File: src/sv/wrs_pkg.sv
// Package for the weighted random selector.
// Holds the fixed field widths and the status codes; no dependencies.
package wrs_pkg;

    localparam int ITEM_W   = 4;
    localparam int WEIGHT_W = 16;
    localparam int WORD_W   = 32;
    localparam int STATUS_W = 2;

    typedef enum logic [STATUS_W-1:0] {
        STATUS_ADDED     = 2'd0,
        STATUS_REJECTED  = 2'd1,
        STATUS_SAMPLED   = 2'd2,
        STATUS_ZERO_TOTAL = 2'd3
    } status_t;

    typedef enum logic {
        CMD_ADD    = 1'b0,
        CMD_SAMPLE = 1'b1
    } cmd_t;

endpackage

File: src/sv/wrs_if.sv
// Request and response channel interfaces of the weighted random selector.
// Depends on wrs_pkg for the field widths.
interface wrs_req_if;
    import wrs_pkg::*;

    logic              valid;
    logic              ready;
    logic              cmd;
    logic [ITEM_W-1:0]   item_index;
    logic [WEIGHT_W-1:0] weight;
    logic [WORD_W-1:0]   random_word;

    modport source (output valid, cmd, item_index, weight, random_word, input ready);
    modport sink   (input valid, cmd, item_index, weight, random_word, output ready);
endinterface

interface wrs_rsp_if;
    import wrs_pkg::*;

    logic              valid;
    logic              ready;
    logic [ITEM_W-1:0]   chosen_index;
    logic [STATUS_W-1:0] status;

    modport source (output valid, chosen_index, status, input ready);
    modport sink   (input valid, chosen_index, status, output ready);
endinterface

File: src/sv/wrs_table.sv
// Entry table: a synchronous memory of item index and weight pairs.
// One write port, one read port with registered read data; uses wrs_pkg.
module wrs_table #(
    parameter int ENTRIES = 16,
    parameter int W_BITS  = 16,
    parameter int ADDR_W  = 4
) (
    input  logic                      clk,
    input  logic                      wr_en,
    input  logic [ADDR_W-1:0]         wr_addr,
    input  logic [wrs_pkg::ITEM_W-1:0] wr_item,
    input  logic [W_BITS-1:0]         wr_weight,
    input  logic                      rd_en,
    input  logic [ADDR_W-1:0]         rd_addr,
    output logic [wrs_pkg::ITEM_W-1:0] rd_item,
    output logic [W_BITS-1:0]         rd_weight
);
    import wrs_pkg::*;

    logic [ITEM_W-1:0] mem_item   [ENTRIES];
    logic [W_BITS-1:0] mem_weight [ENTRIES];

    always_ff @(posedge clk)
    begin
        if (wr_en)
        begin
            mem_item[wr_addr]   <= wr_item;
            mem_weight[wr_addr] <= wr_weight;
        end
        if (rd_en)
        begin
            rd_item   <= mem_item[rd_addr];
            rd_weight <= mem_weight[rd_addr];
        end
    end

endmodule

File: src/sv/wrs_mod.sv
// Bit-serial modulo unit: reduces a 32-bit word by a divisor, one bit a cycle.
// Restoring remainder recurrence; uses wrs_pkg for the word width.
module wrs_mod #(
    parameter int TOT_W = 20
) (
    input  logic                      clk,
    input  logic                      rst_n,
    input  logic                      start,
    input  logic [wrs_pkg::WORD_W-1:0] dividend,
    input  logic [TOT_W-1:0]          divisor,
    output logic                      done,
    output logic [TOT_W-1:0]          remainder
);
    import wrs_pkg::*;

    localparam int CNT_W = $clog2(WORD_W);

    logic              busy_reg;
    logic              done_reg;
    logic [CNT_W-1:0]  cnt_reg;
    logic [WORD_W-1:0] dvd_reg;
    logic [TOT_W-1:0]  rem_reg;
    logic [TOT_W-1:0]  rem_next;
    logic [TOT_W:0]    rem_ext;

    always_comb
    begin
        rem_ext = {rem_reg, dvd_reg[WORD_W-1]};
        if (rem_ext >= {1'b0, divisor})
        begin
            rem_next = TOT_W'(rem_ext - {1'b0, divisor});
        end
        else
        begin
            rem_next = rem_ext[TOT_W-1:0];
        end
    end

    always_ff @(posedge clk or negedge rst_n)
    begin
        if (!rst_n)
        begin
            busy_reg <= 1'b0;
            done_reg <= 1'b0;
            cnt_reg  <= '0;
        end
        else
        begin
            done_reg <= 1'b0;
            if (start)
            begin
                busy_reg <= 1'b1;
                cnt_reg  <= CNT_W'(WORD_W - 1);
            end
            else if (busy_reg)
            begin
                cnt_reg <= cnt_reg - 1'b1;
                if (cnt_reg == '0)
                begin
                    busy_reg <= 1'b0;
                    done_reg <= 1'b1;
                end
            end
        end
    end

    always_ff @(posedge clk)
    begin
        if (start)
        begin
            dvd_reg <= dividend;
            rem_reg <= '0;
        end
        else if (busy_reg)
        begin
            dvd_reg <= {dvd_reg[WORD_W-2:0], 1'b0};
            rem_reg <= rem_next;
        end
    end

    assign done      = done_reg;
    assign remainder = rem_reg;

endmodule

File: src/sv/weighted_random_selector.sv
// Weighted random selector (roulette-wheel selection), top level.
// Depends on wrs_pkg, wrs_if, wrs_table and wrs_mod.
//
// Items arrive on req and results leave on rsp, both valid/ready channels.
// An add item (cmd 0) appends an item index and a weight to the entry table
// and answers ADDED, or REJECTED when the table is full or the index is out
// of range. A sample item (cmd 1) reduces random_word modulo the running total
// of the weights and answers SAMPLED with the index of the first entry whose
// cumulative weight exceeds the residue, or ZERO_TOTAL with index zero.
// One item is in work at a time. An add, or a sample against a zero total,
// goes straight to the result state after acceptance. A sample first runs
// the bit-serial modulo unit (start plus 32 steps), then reads the table's
// entries in order through its read port, one entry per cycle, until the
// first hit, and then loads the result. The next item can be accepted in
// the cycle after the result is loaded.
// Results sit in an output register; when the receiver stalls, the finished
// result waits there and the block holds the next one until it is taken.
// Reset empties the table and clears the total; no clearing pass is needed.
module weighted_random_selector #(
    parameter int ENTRIES     = 16,
    parameter int WEIGHT_BITS = 16
) (
    input  logic      clk,
    input  logic      rst_n,
    wrs_req_if.sink   req,
    wrs_rsp_if.source rsp
);
    import wrs_pkg::*;

    localparam int W_BITS = (WEIGHT_BITS < WEIGHT_W) ? WEIGHT_BITS : WEIGHT_W;
    localparam int ADDR_W = (ENTRIES > 1) ? $clog2(ENTRIES) : 1;
    localparam int CNT_W  = $clog2(ENTRIES + 1);
    localparam int TOT_W  = W_BITS + ADDR_W;

    typedef enum logic [3:0] {
        ST_IDLE   = 4'b0001,
        ST_DIV    = 4'b0010,
        ST_SCAN   = 4'b0100,
        ST_RESULT = 4'b1000
    } state_t;

    state_t              state_reg;
    state_t              state_next;
    logic [CNT_W-1:0]    count_reg;
    logic [TOT_W-1:0]    total_reg;
    logic [CNT_W-1:0]    scan_addr_reg;
    logic                rd_pend_reg;
    logic [TOT_W-1:0]    running_reg;
    logic [ITEM_W-1:0]   res_index_reg;
    status_t             res_status_reg;
    logic                out_valid_reg;
    logic [ITEM_W-1:0]   out_index_reg;
    status_t             out_status_reg;

    logic                accept;
    logic                add_ok;
    logic                wr_en;
    logic                rd_en;
    logic [ITEM_W-1:0]   rd_item;
    logic [W_BITS-1:0]   rd_weight;
    logic [W_BITS-1:0]   add_weight;
    logic [TOT_W-1:0]    sum;
    logic                hit;
    logic                div_start;
    logic                div_done;
    logic [TOT_W-1:0]    residue;
    logic                out_load;

    assign req.ready  = (state_reg == ST_IDLE);
    assign accept     = req.valid && req.ready;
    assign add_weight = req.weight[W_BITS-1:0];
    assign add_ok     = (count_reg != CNT_W'(ENTRIES))
                        && (32'(req.item_index) < 32'(ENTRIES));
    assign wr_en      = accept && (req.cmd == CMD_ADD) && add_ok;
    assign div_start  = accept && (req.cmd == CMD_SAMPLE) && (total_reg != '0);
    assign rd_en      = (state_reg == ST_SCAN) && (scan_addr_reg < count_reg);
    assign sum        = running_reg + TOT_W'(rd_weight);
    assign hit        = rd_pend_reg && (sum > residue);
    assign out_load   = (state_reg == ST_RESULT) && (!out_valid_reg || rsp.ready);

    wrs_table #(
        .ENTRIES (ENTRIES),
        .W_BITS  (W_BITS),
        .ADDR_W  (ADDR_W)
    ) u_table (
        .clk       (clk),
        .wr_en     (wr_en),
        .wr_addr   (count_reg[ADDR_W-1:0]),
        .wr_item   (req.item_index),
        .wr_weight (add_weight),
        .rd_en     (rd_en),
        .rd_addr   (scan_addr_reg[ADDR_W-1:0]),
        .rd_item   (rd_item),
        .rd_weight (rd_weight)
    );

    wrs_mod #(
        .TOT_W (TOT_W)
    ) u_mod (
        .clk       (clk),
        .rst_n     (rst_n),
        .start     (div_start),
        .dividend  (req.random_word),
        .divisor   (total_reg),
        .done      (div_done),
        .remainder (residue)
    );

    always_comb
    begin
        state_next = state_reg;
        unique case (state_reg)
            ST_IDLE:
            begin
                if (accept)
                begin
                    state_next = div_start ? ST_DIV : ST_RESULT;
                end
            end
            ST_DIV:
            begin
                if (div_done)
                begin
                    state_next = ST_SCAN;
                end
            end
            ST_SCAN:
            begin
                if (hit || (!rd_pend_reg && !rd_en))
                begin
                    state_next = ST_RESULT;
                end
            end
            ST_RESULT:
            begin
                if (out_load)
                begin
                    state_next = ST_IDLE;
                end
            end
            default:
            begin
                state_next = ST_IDLE;
            end
        endcase
    end

    always_ff @(posedge clk or negedge rst_n)
    begin
        if (!rst_n)
        begin
            state_reg     <= ST_IDLE;
            count_reg     <= '0;
            total_reg     <= '0;
            out_valid_reg <= 1'b0;
            rd_pend_reg   <= 1'b0;
            scan_addr_reg <= '0;
        end
        else
        begin
            state_reg <= state_next;
            if (wr_en)
            begin
                count_reg <= count_reg + 1'b1;
                total_reg <= total_reg + TOT_W'(add_weight);
            end
            if (state_reg == ST_SCAN)
            begin
                rd_pend_reg <= rd_en;
                if (rd_en)
                begin
                    scan_addr_reg <= scan_addr_reg + 1'b1;
                end
            end
            else
            begin
                rd_pend_reg   <= 1'b0;
                scan_addr_reg <= '0;
            end
            if (out_load)
            begin
                out_valid_reg <= 1'b1;
            end
            else if (rsp.ready)
            begin
                out_valid_reg <= 1'b0;
            end
        end
    end

    always_ff @(posedge clk)
    begin
        if (accept)
        begin
            res_index_reg <= '0;
            if (req.cmd == CMD_ADD)
            begin
                res_status_reg <= add_ok ? STATUS_ADDED : STATUS_REJECTED;
            end
            else
            begin
                res_status_reg <= (total_reg != '0) ? STATUS_SAMPLED : STATUS_ZERO_TOTAL;
            end
        end
        if (state_reg == ST_SCAN)
        begin
            if (hit)
            begin
                res_index_reg <= rd_item;
            end
            else if (rd_pend_reg)
            begin
                running_reg <= sum;
            end
        end
        else
        begin
            running_reg <= '0;
        end
        if (out_load)
        begin
            out_index_reg  <= res_index_reg;
            out_status_reg <= res_status_reg;
        end
    end

    assign rsp.valid        = out_valid_reg;
    assign rsp.chosen_index = out_index_reg;
    assign rsp.status       = out_status_reg;

endmodule

File: src/flat_wrapper.sv
// flat-port wrapper written by rule: the top's interface ports become plain ports
module weighted_random_selector_flat import wrs_pkg::*;
#(
    parameter int ENTRIES     = 16,
    parameter int WEIGHT_BITS = 16
)
  (clk, rst_n, req_valid, req_cmd, req_item_index, req_weight, req_random_word, req_ready, rsp_valid, rsp_chosen_index, rsp_status, rsp_ready);
  wrs_req_if req_i ();
  wrs_rsp_if rsp_i ();
  input  logic clk;
  input  logic rst_n;
  input wire logic [$bits(req_i.valid)-1:0] req_valid;
  input wire logic [$bits(req_i.cmd)-1:0] req_cmd;
  input wire logic [$bits(req_i.item_index)-1:0] req_item_index;
  input wire logic [$bits(req_i.weight)-1:0] req_weight;
  input wire logic [$bits(req_i.random_word)-1:0] req_random_word;
  output wire logic [$bits(req_i.ready)-1:0] req_ready;
  output wire logic [$bits(rsp_i.valid)-1:0] rsp_valid;
  output wire logic [$bits(rsp_i.chosen_index)-1:0] rsp_chosen_index;
  output wire logic [$bits(rsp_i.status)-1:0] rsp_status;
  input wire logic [$bits(rsp_i.ready)-1:0] rsp_ready;
  assign req_i.valid = req_valid;
  assign req_i.cmd = req_cmd;
  assign req_i.item_index = req_item_index;
  assign req_i.weight = req_weight;
  assign req_i.random_word = req_random_word;
  assign req_ready = req_i.ready;
  assign rsp_valid = rsp_i.valid;
  assign rsp_chosen_index = rsp_i.chosen_index;
  assign rsp_status = rsp_i.status;
  assign rsp_i.ready = rsp_ready;
  weighted_random_selector #(.ENTRIES(ENTRIES), .WEIGHT_BITS(WEIGHT_BITS)) u_core (.clk(clk), .rst_n(rst_n), .req(req_i), .rsp(rsp_i));
endmodule
File: config.mk
export PLATFORM = sky130hd
export DESIGN_NAME = weighted_random_selector_flat
export DESIGN_NICKNAME = d
export VERILOG_FILES = /design/src/sv/wrs_pkg.sv /design/src/sv/wrs_if.sv /design/src/sv/wrs_table.sv /design/src/sv/wrs_mod.sv /design/src/sv/weighted_random_selector.sv /design/src/flat_wrapper.sv
export SDC_FILE = /design/constraint.sdc
export NUM_CORES = 1
export LEC_CHECK = 0
export BUFFER_PORTS_ARGS = -buffer_cell sky130_fd_sc_hd__buf_2
export CAP_MARGIN = 0
export CORE_UTILIZATION = 44
export CTS_BUF_LIST = sky130_fd_sc_hd__clkbuf_8 sky130_fd_sc_hd__clkbuf_16
export DETAILED_ROUTE_END_ITERATION = 10
export MAX_ROUTING_LAYER = met4
export PLACE_DENSITY = 0.68
export SYNTH_ARGS = -nofsm -noshare
export SYNTH_HDL_FRONTEND = slang
export SYNTH_SLANG_ARGS = --single-unit
File: constraint.sdc
create_clock -name clk -period 4.15 [get_ports clk]
set_input_delay 0.2075 -clock clk [delete_from_list [all_inputs] [get_ports clk]]
set_output_delay 0.2075 -clock clk [all_outputs]
set_load 0.02 [all_outputs]
==> results of run 1 <==
cells in the final DEF (no fill, tap or decap), types with 8 or more instances in the layout:
cell type      instances
o21ai_0               59
mux2i_1               18
clkbuf_16             48
nor4_2                13
dlygate4sd3_1         48
inv_1                 89
ha_1                  81
dfrtp_1               39
nand3_1               17
xor2_1                20
nor2_1                41
xnor2_1               30
a21oi_1               78
buf_2                 64
buf_4                 69
o31ai_1                8
dfxtp_1               44
a21o_1                15
o21a_1                13
nand4_1               14
edfxtp_1             380
nor3_1                18
nand2b_1               9
mux4_2               100
nor2_2                 8
nand2_1              201
layout make-up:
cell class	instances	area, sq um	area share
antenna	1	2.50	0.0000998
clock buffer	53	1270	0.0507
clock inverter	34	300	0.0120
inverter	73	274	0.0109
multi-input combinational	894	7670	0.306
sequential	467	13400	0.534
tap	615	769	0.0307
timing repair buffer	186	1410	0.0562
worst max-delay path by stage:
| stage | start | to | slack (ns) |
|---|---|---|---|
| 6_report | u_core.u_table.rd_weight[0]$_DFFE_PP_ | u_core.running_reg[17]$_SDFFE_PN0P_ | -0.17 |
| 5_1_grt | u_core.u_table.rd_weight[0]$_DFFE_PP_ | u_core.running_reg[17]$_SDFFE_PN0P_ | -0.30 |
| 2_1_floorplan | u_core.u_table.rd_weight[8]$_DFFE_PP_ | u_core.running_reg[17]$_SDFFE_PN0P_ | 0.004 |
| 4_1_cts | u_core.u_table.rd_weight[0]$_DFFE_PP_ | u_core.running_reg[18]$_SDFFE_PN0P_ | -0.08 |
| 3_5_place_dp | u_core.u_table.rd_weight[0]$_DFFE_PP_ | u_core.running_reg[18]$_SDFFE_PN0P_ | -0.14 |
| 3_3_place_gp | u_core.u_table.rd_weight[0]$_DFFE_PP_ | u_core.running_reg[18]$_SDFFE_PN0P_ | -0.07 |
routing by layer:
metal	part of all wire	track usage
met3	0.059	0.0369
met5	0	-
met1	0.42	0.264
met2	0.49	0.333
met4	0.035	0.0795
where the power goes:
part	total (mW)	internal, mW	switching [mW]
clock network	4.26	2.45	1.81
logic	3.66	1.50	2.15
registers	6.03	5.63	0.401
kinds of logic after synthesis:
family / count (synthesis)
buf+inv: 130
fa+ha+maj: 86
simple gates: 390
compound gates: 248
mux: 120
xor+xnor: 50
flops: 467
cells in the mapped netlist (all sizes together) (4+ instances only):
library cell  count
nand3b            4
nor2b             6
a21o             16
nor3             18
or3               8
nor3b             7
a31oi             5
a211oi            8
nor4             22
and2              5
ha               83
dfxtp            44
clkbuf           36
a211o             6
xor2             20
or2               4
nand2b            9
dfrtp            42
a21boi            4
and3              5
o21ai            65
mux4            100
buf              21
nand3            17
a21oi            80
inv              73
nand4            15
nand2           203
edfxtp          380
or4               6
mux2i            18
o21a             13
o31ai            11
o211ai            6
nor2             49
nor4b             4
o21bai            4
xnor2            30
timing repair:
action / in CTS / in global routing
setup endpoints to repair: 8 / 26
buffers inserted: 1 / 0
cloned: 0 / 0
endpoints found under the hold margin: 158 / 0
pin swaps: 2 / 6
hold buffers: 48 / 0
gates resized for setup: 3 / 19
==> results_dict.tcl, run 1 <==
set metrics [dict create \
    synth_edf_count 380 \
    slowest_delay_ns 0.54 \
    worstSetupEndpointType "flop" \
    outcome "finished, violations left" \
    period_needed_ns 4.32 \
    arrival_ns 4.86 \
    total_leakage_power_nw 9.16 \
    crit_required_ns 4.68 \
    wl_mm 49.2 \
    r2r-end "u_core.running_reg[17]$_SDFFE_PN0P_" \
    ff2ff_path_depth 16 \
    dpl_cell_area_sq_um 22900 \
    critical-path-top-delay-family "simple AND/OR/NAND/NOR gates" \
    muxShareOfSynthArea 0.115 \
    synth_fa_ha_area_frac 0.0515 \
    cp_common_cell "or4_4" \
    violations "negative setup slack" \
    syn_area_per_cell_sq_um 14.3 \
    grt_max_degree 62 \
    num_vias 13100 \
    p_per_area_nw_per_um2 556 \
    tightestPinTransition_ns 1.09 \
    worst_slack_ns -0.175 \
    grt_pass1_wl_mm 75.5 \
    rsz0062_at_grt "true" \
    wl_per_cell_um 21.2 \
    route.detailed.drc 0 \
    grt_use_total 0.208 \
    ant_nets 0 \
    hold_class "input port to flop" \
    clk_path_buf_depth 3 \
    worstPathCellList "ha_4 -> fa_2 -> a21o_1 -> a31oi_4 -> nor4_4 -> or4_4 -> nand2_4 -> nor2_2 -> xor2_1 -> ha_1 -> a21o_1 -> a211o_1 -> or4_4 -> and2_4 -> or4_4 -> a21oi_2" \
    r2r_start "u_core.u_table.rd_weight[0]$_DFFE_PP_" \
    setup_viol 4 \
    layout.nets 1813 \
    clock_sinks 467 \
    synth-xor-area-share 0.0205 \
    dieWidth_um 222 \
    synth.area.top_cells "edfxtp_1 (53%), mux4_2 (11%), dfrtp_1 (4.9%), ha_1 (4.9%), dfxtp_1 (4.1%)" \
    synth_ff_type "edfxtp_1" \
    hold_path_end "u_core.u_table.mem_weight[0][12]$_DFFE_PP_" \
    power_mw 13.9 \
    yosysSeqAreaShare 0.626 \
    crit_type "flop to flop" \
    fin_util 0.524 \
    area_growth_pct 17.4 \
    fill_cells 3861 \
    clk_pin_slew_ns 0.06 \
    cts_htree_levels 2 \
    syn-num-nets 1634 \
    synth_top_area_cell "edfxtp_1" \
    syn_inst 1491 \
    yosysTopAreaCellShare 0.534 \
    holdWs_ns 0.0366 \
    die_h_um 222 \
    synth_warnings 0 \
    synth_compound_area_frac 0.0742 \
    min_period_over_period 1.04 \
    row_count 80 \
    coreArea_sq_um 47800 \
    cp.depth 16 \
    crit_buf_inv 0 \
    setup_tns_ns -0.342 \
    drive_gt1_frac 0.216 \
    whs_path_depth 1 \
    grt_pass1_vias 13200 \
    rrSetupSlack_ns -0.17 \
    ys_async_sr_fraction 0.0921 \
    drt-initial-drc-count 1126 \
    dr.pass1.iters 5 \
    dp_hpwl_mm 31.2 \
    via_per_inst 5.64 \
    final_cells 2323 \
    clock-root-buffer "clkbuf_16" \
    place.gp.congestion 0.922 \
    drv_slew 0 \
    initial_core_util 0.446 \
    worst-path-max-fanout 7 \
    netlist_area_sq_um 21300 \
    critPathLaunchType "flop" \
    grt_overflow 0 \
    pre_cts_ws_ns -0.138 \
    cts_made_buffers 48 \
    stdcell_area_sq_um 25100 \
    io_pins 65 \
    synth_top_family_by_area "multiplexers" \
    ir_worst_vdd_uv 316 \
    finalHoldViolations 0 \
    die-area_sq_um 49400 \
    port_buffers 64 \
    post_synth_and_or_nand_nor_area_fraction 0.0875 \
    min_from "req_weight[12]" \
    antenna_found_initial 1 \
    clock_latency_ns 0.61 \
    place_inst 2186 \
    max_freq_ghz 0.231 \
    slew_headroom 0.264 \
    largest_reg_flops 256 \
    synth-seq-cells 467 \
    worst_clock_skew_ns 0.0334 \
    crit_slowest_cell "or4_4" \
    max_cap_violations 0 \
    synthDistinctLibCells 87 \
    cts_tree "yes" \
]
Power figures use the tool's default switching activity.
==> inputs of run 2 (changes only) <==
--- a/config.mk
+++ b/config.mk
@@ -5,6 +5,7 @@
 export SDC_FILE = /design/constraint.sdc
 export NUM_CORES = 1
 export LEC_CHECK = 0
+export ABC_AREA = 1
 export BUFFER_PORTS_ARGS = -buffer_cell sky130_fd_sc_hd__buf_2
 export CAP_MARGIN = 0
 export CORE_UTILIZATION = 44
==> results_dict.tcl, run 2 <==
set metrics [dict create \
    layout_commonest_cell "nand2_1" \
    syn_inst 2149 \
    grt_pass1_vias 15400 \
    min_from "req_weight[10]" \
    outcome "complete, no violations" \
    crit_required_ns 4.60 \
    hold_class "input port to flop" \
    cts_made_buffers 48 \
    pwr-share-clk 0.297 \
    tightestPinTransition_ns 1.01 \
    largest_reg_flops 256 \
    dr.pass1.iters 5 \
    synth-seq-cells 467 \
    num_vias 15900 \
    p_sw_mw 4.91 \
    power_mw 14.7 \
    grt_max_degree 164 \
    yosysSeqAreaShare 0.605 \
    m1WireLength_mm 23.7 \
    p_comb_frac 0.297 \
    place.gp.congestion 0.930 \
    synthDistinctLibCells 45 \
    io_pins 65 \
    row_count 81 \
    setup_tns_ns 0 \
    layout.nets 2399 \
    ff2ff_path_depth 20 \
    hold_path_end "u_core.u_table.mem_weight[1][10]$_DFFE_PP_" \
    critPathLaunchType "flop" \
    initial_core_util 0.448 \
    final_cell_mix "nand2_1 (449), edfxtp_1 (380), nor2_1 (286), inv_1 (174), o21ai_0 (141)" \
    wl_per_cell_um 18.2 \
    synth_warnings 0 \
    grt_overflow 0 \
    clk_path_buf_depth 3 \
    max_cap_violations 0 \
    cts_htree_levels 2 \
    highest_layer "met4" \
    clock_sinks 467 \
    syn_area_per_cell_sq_um 10.3 \
    worst-path-max-fanout 8 \
    total_leakage_power_nw 9.93 \
    post_cts_buffers 0 \
    synth.area.top_cells "edfxtp_1 (52%), nand2_1 (7.6%), nor2_1 (5.2%), dfrtp_1 (4.8%), ha_1 (4.7%)" \
    clock-root-buffer "clkbuf_16" \
    min_period_over_period 0.885 \
    port_buffers 64 \
    wl_met3_mm 2.79 \
    grt_pass1_wl_mm 84.1 \
    r2r_start "u_core.u_table.rd_weight[0]$_DFFE_PP_" \
    die_h_um 226 \
    drt-initial-drc-count 1397 \
    coreArea_sq_um 49300 \
    via_per_inst 5.37 \
    ys_async_sr_fraction 0.0921 \
    netlist_area_sq_um 22100 \
    synthTopCellsByCount "nand2_1 (449), edfxtp_1 (380), nor2_1 (303)" \
    arrival_ns 4.12 \
    p_seq_frac 0.406 \
    die-area_sq_um 51100 \
    synth_ff_type "edfxtp_1" \
    dp_hpwl_mm 35.7 \
    slew_headroom 0.327 \
    whs_path_depth 1 \
    drive_gt1_frac 0.0952 \
    post-synth-top-count-cell "nand2_1" \
    sw_frac_of_total 0.334 \
    syn-num-nets 2292 \
    cts_tree "yes" \
    rsz0062_at_grt "false" \
    wl_met2_mm 26.1 \
    worst_clock_skew_ns 0.0121 \
    clock_latency_ns 0.58 \
    wl_mm 53.8 \
    dieWidth_um 226 \
    period_needed_ns 3.67 \
    clk_pin_slew_ns 0.07 \
    finalHoldViolations 0 \
    ant_nets 0 \
    rrSetupSlack_ns 0.48 \
    holdWs_ns 0.0333 \
    r2r-end "u_core.res_index_reg[2]$_DFF_P_" \
    synth_edf_count 380 \
    crit_type "flop to flop" \
    area_growth_pct 14.0 \
    worstSetupEndpointType "flop" \
    max_freq_ghz 0.272 \
    synth_top_area_cell "edfxtp_1" \
    yosysTopAreaCellShare 0.517 \
    antenna_found_initial 2 \
    p_int_mw 9.80 \
    setup_viol 0 \
    p_per_area_nw_per_um2 585 \
    ir_worst_vdd_uv 449 \
    grt_use_total 0.220 \
    drv_slew 0 \
    route.detailed.drc 0 \
]
==> run 2: cells by family after synthesis <==
group,share of synthesized area
adders and majority gates,0.0497
muxes,0.0145
AOI/OAI and AO/OA,0.0900
buffers and inverters,0.0483
and+or+nand+nor,0.178
DFF,0.605
xor gates and xnor gates,0.0135
==> run 2: what timing repair did <==
item / in CTS / in global routing
endpoints found under the hold margin: 112 / 0
gates resized for setup: 0 / 2
hold buffers: 38 / 0
endpoints found under the setup margin: 0 / 1
==> run 2: metal layers <==
| metal | up-vias | GRT usage |
|---|---|---|
| met1 | 7654 | 0.287 |
| met4 | 0 | 0.0726 |
| met2 | 441 | 0.358 |
| met3 | 88 | 0.0254 |
| met5 | - | - |
| li1 | 7701 | - |
==> run 2: power groups by stage <==
stage	clock, mW	sequential, mW	combinational (mW)
floorplan	0	5.98	3.28
global placement	0	6.06	4.22
detailed placement	0	6.07	4.31
CTS	4.44	5.98	4.36
global route	4.59	6.03	5.01
finish	4.36	5.98	4.37
==> run 2: worst max-delay path by stage <==
stage                                     startpoint                                  end  depth (start not counted)
3_5_place_dp   u_core.u_table.rd_weight[0]$_DFFE_PP_  u_core.running_reg[13]$_SDFFE_PN0P_                         22
5_1_grt        u_core.u_table.rd_weight[0]$_DFFE_PP_      u_core.res_index_reg[0]$_DFF_P_                         19
3_3_place_gp   u_core.u_table.rd_weight[0]$_DFFE_PP_  u_core.running_reg[10]$_SDFFE_PN0P_                         21
2_1_floorplan  u_core.u_table.rd_weight[0]$_DFFE_PP_   u_core.running_reg[1]$_SDFFE_PN0P_                         22
6_report       u_core.u_table.rd_weight[0]$_DFFE_PP_      u_core.res_index_reg[2]$_DFF_P_                         20
4_1_cts        u_core.u_table.rd_weight[0]$_DFFE_PP_  u_core.running_reg[13]$_SDFFE_PN0P_                         22
==> run 2: critical path: stages, from the launching register on <==
cell and delay [ns]:
edfxtp_1 0.39, ha_1 0.29, fa_1 0.47, nand3_1 0.10
nand2_1 0.10, nand2_1 0.08, o211ai_1 0.15, nand2_1 0.10
nand2_1 0.10, nand3_1 0.10, nand2_1 0.07, ha_1 0.27
nand2_1 0.07, nor2_1 0.15, nand2_1 0.10, nor2_1 0.15
nand2_1 0.07, nand3_1 0.13, nand4_1 0.37, nand3_1 0.19
o21ai_0 0.10
==> run 2: area by class of cell <==
type / count / area (sq um)
Tap cell: 664 / 831
Multi-Input combinational cell: 1424 / 7690
Clock inverter: 33 / 313
Fill cell: 4358 / 24100
Timing Repair Buffer: 143 / 1020
Clock buffer: 52 / 1280
Antenna cell: 1 / 2.50
Sequential cell: 467 / 13400
Inverter: 172 / 656
==> run 2: stage by stage <==
step / area [sq um] / setup WS, ns / std cells / util
floorplan: 22100 / 1.06 / 2149 / -
global placement: 23200 / 0.560 / 2832 / 0.471
detailed placement: 23200 / 0.393 / 2832 / 0.471
CTS: 25200 / 0.390 / 2955 / 0.511
global route: 25200 / 0.0665 / 2956 / 0.511
finish: 25200 / 0.476 / 2956 / 0.511
